<file path="config.mk">
export PLATFORM = sky130hd
export DESIGN_NAME = pur_ctrl
export DESIGN_NICKNAME = d
export VERILOG_FILES = /design/src/rtl/pur_pkg.sv /design/src/rtl/pur_ctrl.sv
export SDC_FILE = /design/constraint.sdc
export NUM_CORES = 1
export LEC_CHECK = 0
export ABC_AREA = 1
export BUFFER_PORTS_ARGS = -buffer_cell sky130_fd_sc_hd__buf_2
export CAP_MARGIN = 20
export CELL_PAD_IN_SITES_DETAIL_PLACEMENT = 1
export CELL_PAD_IN_SITES_GLOBAL_PLACEMENT = 1
export CORE_UTILIZATION = 41
export CTS_BUF_LIST = sky130_fd_sc_hd__clkbuf_4 sky130_fd_sc_hd__clkbuf_8
export DETAILED_ROUTE_END_ITERATION = 8
export PLACE_DENSITY = 0.93
export SLEW_MARGIN = 20
export SYNTH_ARGS = -nofsm -noshare
export SYNTH_HDL_FRONTEND = slang
export SYNTH_SLANG_ARGS = --single-unit
</file>
<file path="constraint.sdc">
create_clock -name clk -period 15.23 [get_ports clk]
set_clock_uncertainty 0.05 [all_clocks]
set_input_delay 3.046 -clock clk [delete_from_list [all_inputs] [get_ports clk]]
set_output_delay 3.046 -clock clk [all_outputs]
set_load 0.05 [all_outputs]
</file>
<file path="src/rtl/pur_pkg.sv">
`timescale 1ns / 1ps

package pur_pkg;

  // Sizes of the stores
  localparam int RING_DEPTH   = 256;
  localparam int PALETTE_SIZE = 256;
  localparam int COLOR_BITS   = 24;

  localparam int RING_AW = (RING_DEPTH > 1) ? $clog2(RING_DEPTH) : 1;
  localparam int PAL_AW  = (PALETTE_SIZE > 1) ? $clog2(PALETTE_SIZE) : 1;

  // Record count saturates at the smaller of ring depth and 255
  localparam logic [7:0] LEN_CAP = 8'((RING_DEPTH < 255) ? RING_DEPTH : 255);

  // Tracked pen value that means no pen is tracked
  localparam logic [8:0] PEN_NONE = 9'h1FF;

  typedef logic [COLOR_BITS-1:0] color_t;

  typedef enum logic [2:0] {
    FN_WRITE = 3'd0,
    FN_READ  = 3'd1,
    FN_STORE = 3'd2,
    FN_PUSH  = 3'd3,
    FN_UNDO  = 3'd4
  } func_t;

  // One input beat, unpacked
  typedef struct packed {
    logic [2:0]  func;
    logic [7:0]  pen;
    logic [23:0] color;
    logic        use_given;
    logic        linked;
  } item_t;

  // One result beat
  typedef struct packed {
    logic [7:0]  restored;
    logic [7:0]  undo_count;
    logic [23:0] color_out;
    logic        notify;
  } result_t;

  // Palette memory port
  typedef struct packed {
    logic              re;
    logic [PAL_AW-1:0] raddr;
    logic              we;
    logic [PAL_AW-1:0] waddr;
    color_t            wdata;
  } pal_req_t;

  // One undo record
  typedef struct packed {
    logic [7:0] pen;
    color_t     color;
    logic       linked;
  } rec_t;

  // Record memory port
  typedef struct packed {
    logic               re;
    logic [RING_AW-1:0] raddr;
    logic               we;
    logic [RING_AW-1:0] waddr;
    rec_t               wrec;
  } ring_req_t;

endpackage

</file>
<file path="src/rtl/pur_ctrl.sv">
`timescale 1ns / 1ps

module pur_ctrl (
  input  logic               clk,
  input  logic               rst,
  input  logic               in_valid,
  output logic               in_ready,
  input  pur_pkg::item_t     in_item,
  output logic               res_valid,
  input  logic               res_take,
  output pur_pkg::result_t   res,
  output pur_pkg::pal_req_t  pal_req,
  input  pur_pkg::color_t    pal_rdata,
  output pur_pkg::ring_req_t ring_req,
  input  pur_pkg::rec_t      ring_rdata
);

  typedef enum logic [2:0] {
    ST_IDLE,
    ST_EXEC,
    ST_UREQ,
    ST_UPOP,
    ST_DONE
  } state_t;

  state_t                       state;
  pur_pkg::func_t               op;
  logic [7:0]                   pen;
  logic [23:0]                  color;
  logic                         use_given;
  logic                         lk;
  logic [8:0]                   tracked_pen;
  pur_pkg::color_t              tracked_color;
  logic                         tracked_saved;
  logic [pur_pkg::RING_AW-1:0]  head;
  logic [7:0]                   length;
  logic [7:0]                   restored;
  pur_pkg::result_t             result;

  logic                         pen_ok;
  logic                         rec_pen_ok;
  pur_pkg::color_t              pdat;
  pur_pkg::color_t              color_m;
  logic [pur_pkg::RING_AW-1:0]  head_inc;
  logic [pur_pkg::RING_AW-1:0]  head_dec;
  logic [7:0]                   len_inc;
  logic                         same_pen;
  logic                         do_push;
  pur_pkg::rec_t                push_rec;
  pur_pkg::result_t             res_next;

  // Operand decode and ring pointer arithmetic
  always_comb begin
    pen_ok     = {1'b0, pen} < 9'(pur_pkg::PALETTE_SIZE);
    rec_pen_ok = {1'b0, ring_rdata.pen} < 9'(pur_pkg::PALETTE_SIZE);
    pdat       = pen_ok ? pal_rdata : '0;
    color_m    = pur_pkg::COLOR_BITS'(color);
    head_inc   = (head == pur_pkg::RING_AW'(pur_pkg::RING_DEPTH - 1)) ?
                 '0 : head + pur_pkg::RING_AW'(1);
    head_dec   = (head == '0) ?
                 pur_pkg::RING_AW'(pur_pkg::RING_DEPTH - 1) : head - pur_pkg::RING_AW'(1);
    len_inc    = (length < pur_pkg::LEN_CAP) ? length + 8'd1 : length;
    same_pen   = tracked_pen == {1'b0, pen};
    do_push    = 1'b0;
    push_rec   = '{pen: pen, color: tracked_color, linked: 1'b0};
    case (op)
      pur_pkg::FN_PUSH: begin
        do_push  = 1'b1;
        push_rec = '{pen: pen, color: (use_given ? color_m : pdat), linked: lk};
      end
      pur_pkg::FN_STORE: begin
        do_push = same_pen && (pdat != tracked_color) && !tracked_saved;
      end
      default: begin
        do_push = 1'b0;
      end
    endcase
  end

  // Memory requests and result word per state
  always_comb begin
    in_ready       = 1'b0;
    res_valid      = 1'b0;
    pal_req        = '0;
    pal_req.raddr  = in_item.pen[pur_pkg::PAL_AW-1:0];
    ring_req       = '0;
    ring_req.waddr = head;
    ring_req.raddr = head_dec;
    ring_req.wrec  = push_rec;
    res_next       = '{restored: restored, undo_count: length, color_out: 24'd0,
                       notify: 1'b1};
    unique case (state)
      ST_IDLE: begin
        in_ready   = 1'b1;
        pal_req.re = in_valid;
      end
      ST_EXEC: begin
        pal_req.we    = (op == pur_pkg::FN_WRITE) && pen_ok;
        pal_req.waddr = pen[pur_pkg::PAL_AW-1:0];
        pal_req.wdata = color_m;
        ring_req.we   = do_push;
        res_next.notify     = (op == pur_pkg::FN_STORE) && do_push;
        res_next.color_out  = (op == pur_pkg::FN_READ) ? 24'(pdat) : 24'd0;
        res_next.undo_count = do_push ? len_inc : length;
        res_next.restored   = 8'd0;
      end
      ST_UREQ: begin
        ring_req.re = length != 8'd0;
      end
      ST_UPOP: begin
        pal_req.we          = rec_pen_ok;
        pal_req.waddr       = ring_rdata.pen[pur_pkg::PAL_AW-1:0];
        pal_req.wdata       = ring_rdata.color;
        res_next.undo_count = length - 8'd1;
        res_next.restored   = restored + 8'd1;
      end
      ST_DONE: begin
        res_valid = 1'b1;
      end
      default: begin
        in_ready = 1'b0;
      end
    endcase
  end

  assign res = result;

  // Sequencer: state, tracking, ring pointers and result
  always_ff @(posedge clk) begin
    if (rst) begin
      state         <= ST_IDLE;
      tracked_pen   <= pur_pkg::PEN_NONE;
      tracked_color <= '0;
      tracked_saved <= 1'b0;
      head          <= '0;
      length        <= 8'd0;
      restored      <= 8'd0;
    end else begin
      unique case (state)
        ST_IDLE: begin
          if (in_valid) begin
            op        <= pur_pkg::func_t'(in_item.func);
            pen       <= in_item.pen;
            color     <= in_item.color;
            use_given <= in_item.use_given;
            lk        <= in_item.linked;
            if (in_item.func == pur_pkg::FN_UNDO) begin
              tracked_pen <= pur_pkg::PEN_NONE;
              restored    <= 8'd0;
              state       <= ST_UREQ;
            end else begin
              state <= ST_EXEC;
            end
          end
        end
        ST_EXEC: begin
          if (op == pur_pkg::FN_STORE) begin
            if (!same_pen) begin
              tracked_pen   <= {1'b0, pen};
              tracked_color <= pdat;
              tracked_saved <= 1'b0;
            end else if (do_push) begin
              tracked_saved <= 1'b1;
            end
          end
          if (do_push) begin
            head   <= head_inc;
            length <= len_inc;
          end
          result <= res_next;
          state  <= ST_DONE;
        end
        ST_UREQ: begin
          if (length == 8'd0) begin
            result <= res_next;
            state  <= ST_DONE;
          end else begin
            state <= ST_UPOP;
          end
        end
        ST_UPOP: begin
          head     <= head_dec;
          length   <= length - 8'd1;
          restored <= restored + 8'd1;
          if (ring_rdata.linked) begin
            state <= ST_UREQ;
          end else begin
            result <= res_next;
            state  <= ST_DONE;
          end
        end
        ST_DONE: begin
          if (res_take) begin
            state <= ST_IDLE;
          end
        end
        default: begin
          state <= ST_IDLE;
        end
      endcase
    end
  end

endmodule
</file>
==> load_flow_metrics.sql, run 1 <==
INSERT INTO impl_metrics (metric_group, metric, value, unit) VALUES
('run_status', 'run_status', 'finished, final reports clean', ''),
('global_routing', 'global_route.usage.total', '0.276', ''),
('critical_path', 'critPathCaptureType', 'output port', ''),
('timing', 'report.final.hold_viol_count', '0', ''),
('routing', 'via_per_inst', '5.24', ''),
('routing', 'antenna_violating_nets_post_route', '0', ''),
('routing', 'initialDrtViolationCount', '354', ''),
('floorplanning', 'core-area', '17400', 'sq um'),
('global_routing', 'grt_max_degree', '58', ''),
('cts', 'cts.hold.buffers_added', '0', ''),
('synthesis', 'synthCells', '942', ''),
('finish', 'fill_cells', '2219', ''),
('run', 'drv.max_cap_violation_count', '0', ''),
('cts', 'clock_tree.root_cell', 'sky130_fd_sc_hd__clkbuf_8', ''),
('floorplanning', 'num_rows', '48', ''),
('timing', 'final-setup-viol-count', '0', ''),
('global_routing', 'remaining_global_route_overflow', '0', ''),
('critical_path', 'worstPathMaxFanout', '12', ''),
('routing', 'firstDrtPassIters', '4', ''),
('timing', 'least_margin_pin_slew', '1.06', 'ns'),
('routing', 'vias', '7300', ''),
('power_and_ir_drop', 'vdd_drop_max', '57.3', 'uV'),
('synthesis', 'synth.lib_cells_used.distinct', '41', ''),
('finish', 'areaGrowthSynthToFinish', '23.1', '%'),
('timing', 'final_max_slew_viol_count', '0', ''),
('timing', 'final_min_period', '7.68', 'ns'),
('power_and_ir_drop', 'power.share.switching', '0.385', ''),
('power_and_ir_drop', 'cellInternalPower', '638', 'uW'),
('place', 'buffer_ports.inserted', '233', ''),
('synthesis', 'largest_cells_by_area_after_synthesis', 'sky130_fd_sc_hd__edfxtp_1 32%, sky130_fd_sc_hd__dfxtp_1 17%, sky130_fd_sc_hd__nand2_1 12%', ''),
('synthesis', 'synth_largest_type_area_fraction', '0.319', ''),
('synthesis', 'ys_ff_latch', '139', ''),
('cts', 'number_of_clock_sinks', '139', ''),
('cts', 'post_cts_resize_count', '0', ''),
('cts', 'cts_made_buffers', '17', ''),
('place', 'detailed_place_hpwl', '17.4', 'mm'),
('routing', 'wire_per_inst', '17.8', 'um'),
('min_path', 'worst_hold_path_type', 'reg2reg', ''),
('floorplanning', 'die-height', '136', 'um'),
('finish', 'fin_util', '0.520', ''),
('cts', 'clkSlewWorstSetupHoldPaths', '0.08', 'ns'),
('finish', 'area_of_the_multi_input_gates', '3080', 'sq um'),
('synthesis', 'syn_area', '7330', 'sq um'),
('finish', 'sequential_cell_area', '3560', 'sq um'),
('cts', 'max-clock-path-buffers', '2', ''),
('critical_path', 'required', '12.13', 'ns'),
('floorplanning', 'io-pin-count', '234', ''),
('floorplanning', 'die_area', '18400', 'sq um'),
('power_and_ir_drop', 'p_seq_frac', '0.422', ''),
('synthesis', 'yosys-top-cells-count', '238 x sky130_fd_sc_hd__nand2_1, 115 x sky130_fd_sc_hd__inv_1, 101 x sky130_fd_sc_hd__o21ai_0', ''),
('global_routing', 'global_route_wire_length_before_repair', '38.6', 'mm'),
('synthesis', 'synth-edff-count', '78', ''),
('timing', 'finalHoldWorstSlack', '0.423', 'ns'),
('finish', 'postLayoutCellArea', '9030', 'sq um'),
('synthesis', 'synth_most_common_cell', 'sky130_fd_sc_hd__nand2_1', ''),
('synthesis', 'syn-mean-instance-area', '7.78', 'sq um'),
('critical_path', 'critical_path.slowest_cell', 'sky130_fd_sc_hd__buf_2', ''),
('synthesis', 'async_reset_ff_frac', '0', ''),
('global_routing', 'antenna_found_initial', '4', ''),
('critical_path', 'start_kind', 'primary input', ''),
('place', 'gp_congestion', '0.863', ''),
('floorplanning', 'effective_utilization_at_floorplan', '0.423', ''),
('synthesis', 'yosysSeqAreaShare', '0.486', ''),
('finish', 'drive_gt1_frac', '0.260', ''),
('critical_path', 'cp_cell_instances', 'buf_2, inv_2, nand2_1, nand2_1, nor2_1, nand2_1, nor2_1, nand3_1, nand2_2, nand2_4, nand2_4, inv_1, buf_2', ''),
('floorplanning', 'die-width', '136', 'um'),
('power_and_ir_drop', 'report.power.total', '1040', 'uW'),
('timing', 'slew-limit-headroom', '0.294', ''),
('critical_path', 'crit_type', 'in2out', ''),
('cts', 'tritoncts_clock_tree', 'done', ''),
('power_and_ir_drop', 'p_switching', '399', 'uW');
through the flow:
step,instances,worst slack [ns]
final,1392,7.55
after global routing,1391,7.43
after CTS,1388,7.55
after detailed placement,1356,7.55
after global placement,1356,7.61
after floorplan,942,7.51
cells in the final DEF (no fill, tap or decap), types with 2 or more instances in the layout:
cell type,instances
sky130_fd_sc_hd__buf_2,233
sky130_fd_sc_hd__nand2_2,2
sky130_fd_sc_hd__or2_0,2
sky130_fd_sc_hd__clkinv_4,4
sky130_fd_sc_hd__dfxtp_1,61
sky130_fd_sc_hd__edfxtp_1,78
sky130_fd_sc_hd__diode_2,3
sky130_fd_sc_hd__nor3_1,9
sky130_fd_sc_hd__xor2_1,9
sky130_fd_sc_hd__inv_1,115
sky130_fd_sc_hd__nor3_2,4
sky130_fd_sc_hd__nor2_4,4
sky130_fd_sc_hd__a21o_1,2
sky130_fd_sc_hd__inv_6,5
sky130_fd_sc_hd__a22o_1,15
sky130_fd_sc_hd__or2_2,2
sky130_fd_sc_hd__nand2_1,237
sky130_fd_sc_hd__o21ai_0,101
sky130_fd_sc_hd__nand2_4,4
sky130_fd_sc_hd__a21oi_1,61
sky130_fd_sc_hd__nand3_1,50
sky130_fd_sc_hd__xnor2_1,4
sky130_fd_sc_hd__inv_2,10
sky130_fd_sc_hd__bufinv_16,2
sky130_fd_sc_hd__o211ai_1,8
sky130_fd_sc_hd__nand4_1,3
sky130_fd_sc_hd__clkbuf_8,18
sky130_fd_sc_hd__nor2_1,72
sky130_fd_sc_hd__ha_1,7
sky130_fd_sc_hd__buf_4,5
sky130_fd_sc_hd__nand3b_1,2
sky130_fd_sc_hd__o21ai_1,20
sky130_fd_sc_hd__clkinvlp_4,3
sequential cells by signal (all words and copies together), names as in the netlist:
| register | count |
|---|---|
| restored | 8 |
| head | 8 |
| tracked_pen | 9 |
| length | 8 |
| state | 3 |
| tracked_saved | 1 |
| op | 3 |
| pen | 8 |
| color | 24 |
| lk | 1 |
| res | 41 |
| tracked_color | 24 |
| use_given | 1 |
critical path: cells and delay by family:
family        cells  cell delay, ns
simple gates      9            1.07
buf+inv           4            0.46
routing by layer:
metal  up-vias  global-route usage  wire length [um]
li1       3499                   -                 -
met1      3523               0.319             10000
met2       242               0.479             12600
met3        34              0.0767              1590
met4         2               0.114               538
met5         -                   0                11
power groups by stage:
stage               registers [uW]  clock network [uW]  logic (uW)
floorplan                      481                   0         166
global placement               445                   0         276
detailed placement             446                   0         283
CTS                            438                 322         284
global route                   441                 336         302
finish                         438                 316         284
final timing paths:
check	startpoint	end	slack [ns]	cells after the start
max reg2reg	state[0]	tracked_color[11]	12.02	9
min	restored[7]	restored[7]	0.42	2
max	pal_rdata[15]	ring_req[41]	7.55	13
min reg2reg	restored[7]	restored[7]	0.42	2
logic make-up after synthesis:
| family | synth area share |
|---|---|
| flops | 0.486 |
| fa+ha+maj | 0.0119 |
| simple gates | 0.229 |
| xor+xnor | 0.0155 |
| buf+inv | 0.0983 |
| compound gates | 0.159 |
layout make-up:
| cell class | count | share of cell area |
|---|---|---|
| sequential | 139 | 0.395 |
| clock buffer | 18 | 0.0274 |
| timing repair buffer | 239 | 0.135 |
| tap | 225 | 0.0312 |
| multi-input combinational | 628 | 0.341 |
| clock inverter | 14 | 0.0179 |
| antenna | 3 | 0.000831 |
| inverter | 126 | 0.0524 |
Power figures use the tool's default switching activity.
==> run 2, diff against run 1 <==
--- a/config.mk
+++ b/config.mk
@@ -10,10 +10,10 @@
 export CAP_MARGIN = 20
 export CELL_PAD_IN_SITES_DETAIL_PLACEMENT = 1
 export CELL_PAD_IN_SITES_GLOBAL_PLACEMENT = 1
-export CORE_UTILIZATION = 41
+export CORE_UTILIZATION = 34
 export CTS_BUF_LIST = sky130_fd_sc_hd__clkbuf_4 sky130_fd_sc_hd__clkbuf_8
 export DETAILED_ROUTE_END_ITERATION = 8
-export PLACE_DENSITY = 0.93
+export PLACE_DENSITY = 0.82
 export SLEW_MARGIN = 20
 export SYNTH_ARGS = -nofsm -noshare
 export SYNTH_HDL_FRONTEND = slang
==> constraint.sdc (replaced) <==
create_clock -name clk -period 6.4 [get_ports clk]
set_clock_uncertainty 0.05 [all_clocks]
set_input_delay 1.28 -clock clk [delete_from_list [all_inputs] [get_ports clk]]
set_output_delay 1.28 -clock clk [all_outputs]
set_load 0.05 [all_outputs]
==> run 2 against run 1 <==
Compared with the run above: wire length fell by 2.1%; die area rose by 20%; sequential cell count unchanged; count of clock-buffer cells in the layout increased by 5; final cell count increased by 3.4%; sequential share of layout area is 0.15 points lower; critical endpoint unchanged; largest cell class unchanged.
==> load_flow_metrics.sql, run 2 (synthesis gave the netlist of run 1 again) <==
INSERT INTO impl_metrics (metric_group, metric, value, unit) VALUES
('cts', 'worst_skew_pair.late_latency', '0.45', 'ns'),
('cts', 'clock_tree.root_cell', 'sky130_fd_sc_hd__clkbuf_8', ''),
('floorplanning', 'io-pin-count', '234', ''),
('cts', 'tritoncts_clock_tree', 'done', ''),
('cts', 'clkSlewWorstSetupHoldPaths', '0.08', 'ns'),
('power_and_ir_drop', 'vdd_drop_max', '120', 'uV'),
('cts', 'cts_made_buffers', '17', ''),
('finish', 'areaGrowthSynthToFinish', '23.6', '%'),
('routing', 'via_per_inst', '4.97', ''),
('finish', 'fill_cells', '2720', ''),
('routing', 'firstDrtPassIters', '5', ''),
('min_path', 'worst_hold_path_type', 'reg2reg', ''),
('finish', 'fin_cells', '1440', ''),
('place', 'buffer_ports.inserted', '233', ''),
('floorplanning', 'die-width', '149', 'um'),
('finish', 'drive_gt1_frac', '0.260', ''),
('global_routing', 'global_route_wire_length_before_repair', '37.7', 'mm'),
('place', 'gp_congestion', '0.861', ''),
('critical_path', 'critPathCaptureType', 'output port', ''),
('routing', 'vias', '7157', ''),
('global_routing', 'grt_max_degree', '58', ''),
('global_routing', 'remaining_global_route_overflow', '0', ''),
('timing', 'slew-limit-headroom', '0.336', ''),
('critical_path', 'critical_path.slowest_cell', 'sky130_fd_sc_hd__nor2_4', ''),
('routing', 'initialDrtViolationCount', '391', ''),
('power_and_ir_drop', 'report.power.total', '2400', 'uW'),
('floorplanning', 'effective_utilization_at_floorplan', '0.348', ''),
('critical_path', 'worstPathMaxFanout', '47', ''),
('finish', 'finish.net_count', '1257', ''),
('floorplanning', 'die-height', '149', 'um'),
('min_path', 'timing.hold.worst_path_depth', '2', ''),
('critical_path', 'required', '5.07', 'ns'),
('cts', 'post_cts_resize_count', '0', ''),
('routing', 'detail_route.drc_violations', '0', ''),
('run', 'drv.max_cap_violation_count', '0', ''),
('timing', 'final_min_period', '4.62', 'ns'),
('finish', 'largest_register_ffs', '41', ''),
('finish', 'most-common-layout-cells', '237 x sky130_fd_sc_hd__nand2_1, 233 x sky130_fd_sc_hd__buf_2, 115 x sky130_fd_sc_hd__inv_1', ''),
('critical_path', 'slowest_delay', '0.76', 'ns'),
('critical_path', 'crit_type', 'reg2out', ''),
('place', 'dp.cells', '1406', ''),
('timing', 'finalSetupTns', '0', 'ns'),
('floorplanning', 'die_area', '22200', 'sq um'),
('cts', 'max-clock-path-buffers', '2', ''),
('critical_path', 'worstPathArrival', '3.29', 'ns'),
('timing', 'final-setup-viol-count', '0', ''),
('cts', 'post-cts-setup-buffer-count', '0', ''),
('finish', 'layout_commonest_cell', 'sky130_fd_sc_hd__nand2_1', ''),
('global_routing', 'via_count_of_the_first_global_routing_pass', '7172', ''),
('cts', 'number_of_clock_sinks', '139', ''),
('floorplanning', 'core-area', '21100', 'sq um'),
('power_and_ir_drop', 'cellPowerDensity', '265', 'nW/um^2'),
('critical_path', 'cp_cell_instances', 'inv_1, nand2_1, nor2_4, clkinv_1, nand2_4, nand2_4, inv_1, buf_2', ''),
('routing', 'antenna_violating_nets_post_route', '0', ''),
('floorplanning', 'num_rows', '53', ''),
('critical_path', 'timing.reg2reg.worst_path_depth', '10', ''),
('timing', 'report.final.hold_viol_count', '0', ''),
('global_routing', 'global_route.usage.total', '0.222', ''),
('routing', 'wire_per_inst', '16.8', 'um'),
('cts', 'htree_num_levels', '4', ''),
('place', 'detailed_place_hpwl', '17.8', 'mm'),
('timing', 'final_max_slew_viol_count', '0', ''),
('timing', 'least_margin_pin_slew', '0.994', 'ns'),
('run_status', 'run_status', 'finished, final reports clean', ''),
('timing', 'post-route-period-util', '0.721', ''),
('routing', 'drt_wl_total', '24.2', 'mm'),
('timing', 'fmaxAchievable', '217', 'MHz'),
('timing', 'grt_setup_unrepaired', 'false', ''),
('power_and_ir_drop', 'p_leak', '0.00421', 'uW'),
('critical_path', 'start_kind', 'flop', ''),
('global_routing', 'antenna_found_initial', '2', ''),
('cts', 'cts.hold.buffers_added', '0', '');
## run 2: final timing paths
| kind | from | end | slack [ns] |
|---|---|---|---|
| hold reg to reg | restored[4] | restored[4] | 0.41 |
| hold / removal | restored[4] | restored[4] | 0.41 |
| setup / recovery | op[2] | ring_req[41] | 1.78 |
| setup reg to reg | state[0] | tracked_color[9] | 3.45 |
## run 2: per-stage QoR
stage / setup WS (ns) / utilization / hold slack [ns] / area [sq um]
global placement: 2.28 / 0.411 / 0.402 / 8660
floorplan: 0.449 / - / 0.389 / 7330
finish: 1.78 / 0.430 / 0.414 / 9060
global route: 1.44 / 0.430 / 0.433 / 9060
CTS: 1.69 / 0.428 / 0.418 / 9030
detailed placement: 2.17 / 0.411 / 0.406 / 8660
## run 2: where the power goes
| part | total [uW] | internal [uW] | switching, uW |
|---|---|---|---|
| combinational | 669 | 147 | 523 |
| sequential | 1040 | 1010 | 34.1 |
| clock | 688 | 345 | 343 |
| total | 2400 | 1500 | 900 |
## run 2: layout make-up
cell class | count | area [sq um] | share of cell area
Multi-Input combinational cell | 628 | 3080 | 0.339
Antenna cell | 1 | 2.50 | 0.000276
Timing Repair Buffer | 240 | 1240 | 0.137
Inverter | 126 | 473 | 0.0522
Sequential cell | 139 | 3560 | 0.393
Clock buffer | 23 | 298 | 0.0329
Tap cell | 275 | 344 | 0.0380
Clock inverter | 8 | 70.1 | 0.00773
## run 2: per-layer routing
layer  vias to the layer above  part of all wire  track usage
li1                       3495                 -            -
met1                      3436              0.42        0.265
met2                       189              0.49        0.377
met3                        35             0.062       0.0575
met4                         2             0.029       0.0939
met5                         -           0.00058            0
## run 2: worst max-delay path, delay by kind of cell (launching register included)
| kind | cells | cell delay (ns) |
|---|---|---|
| buffers and inverters | 4 | 1.06 |
| flip-flops | 1 | 0.43 |
| AND/OR/NAND/NOR | 4 | 1.33 |
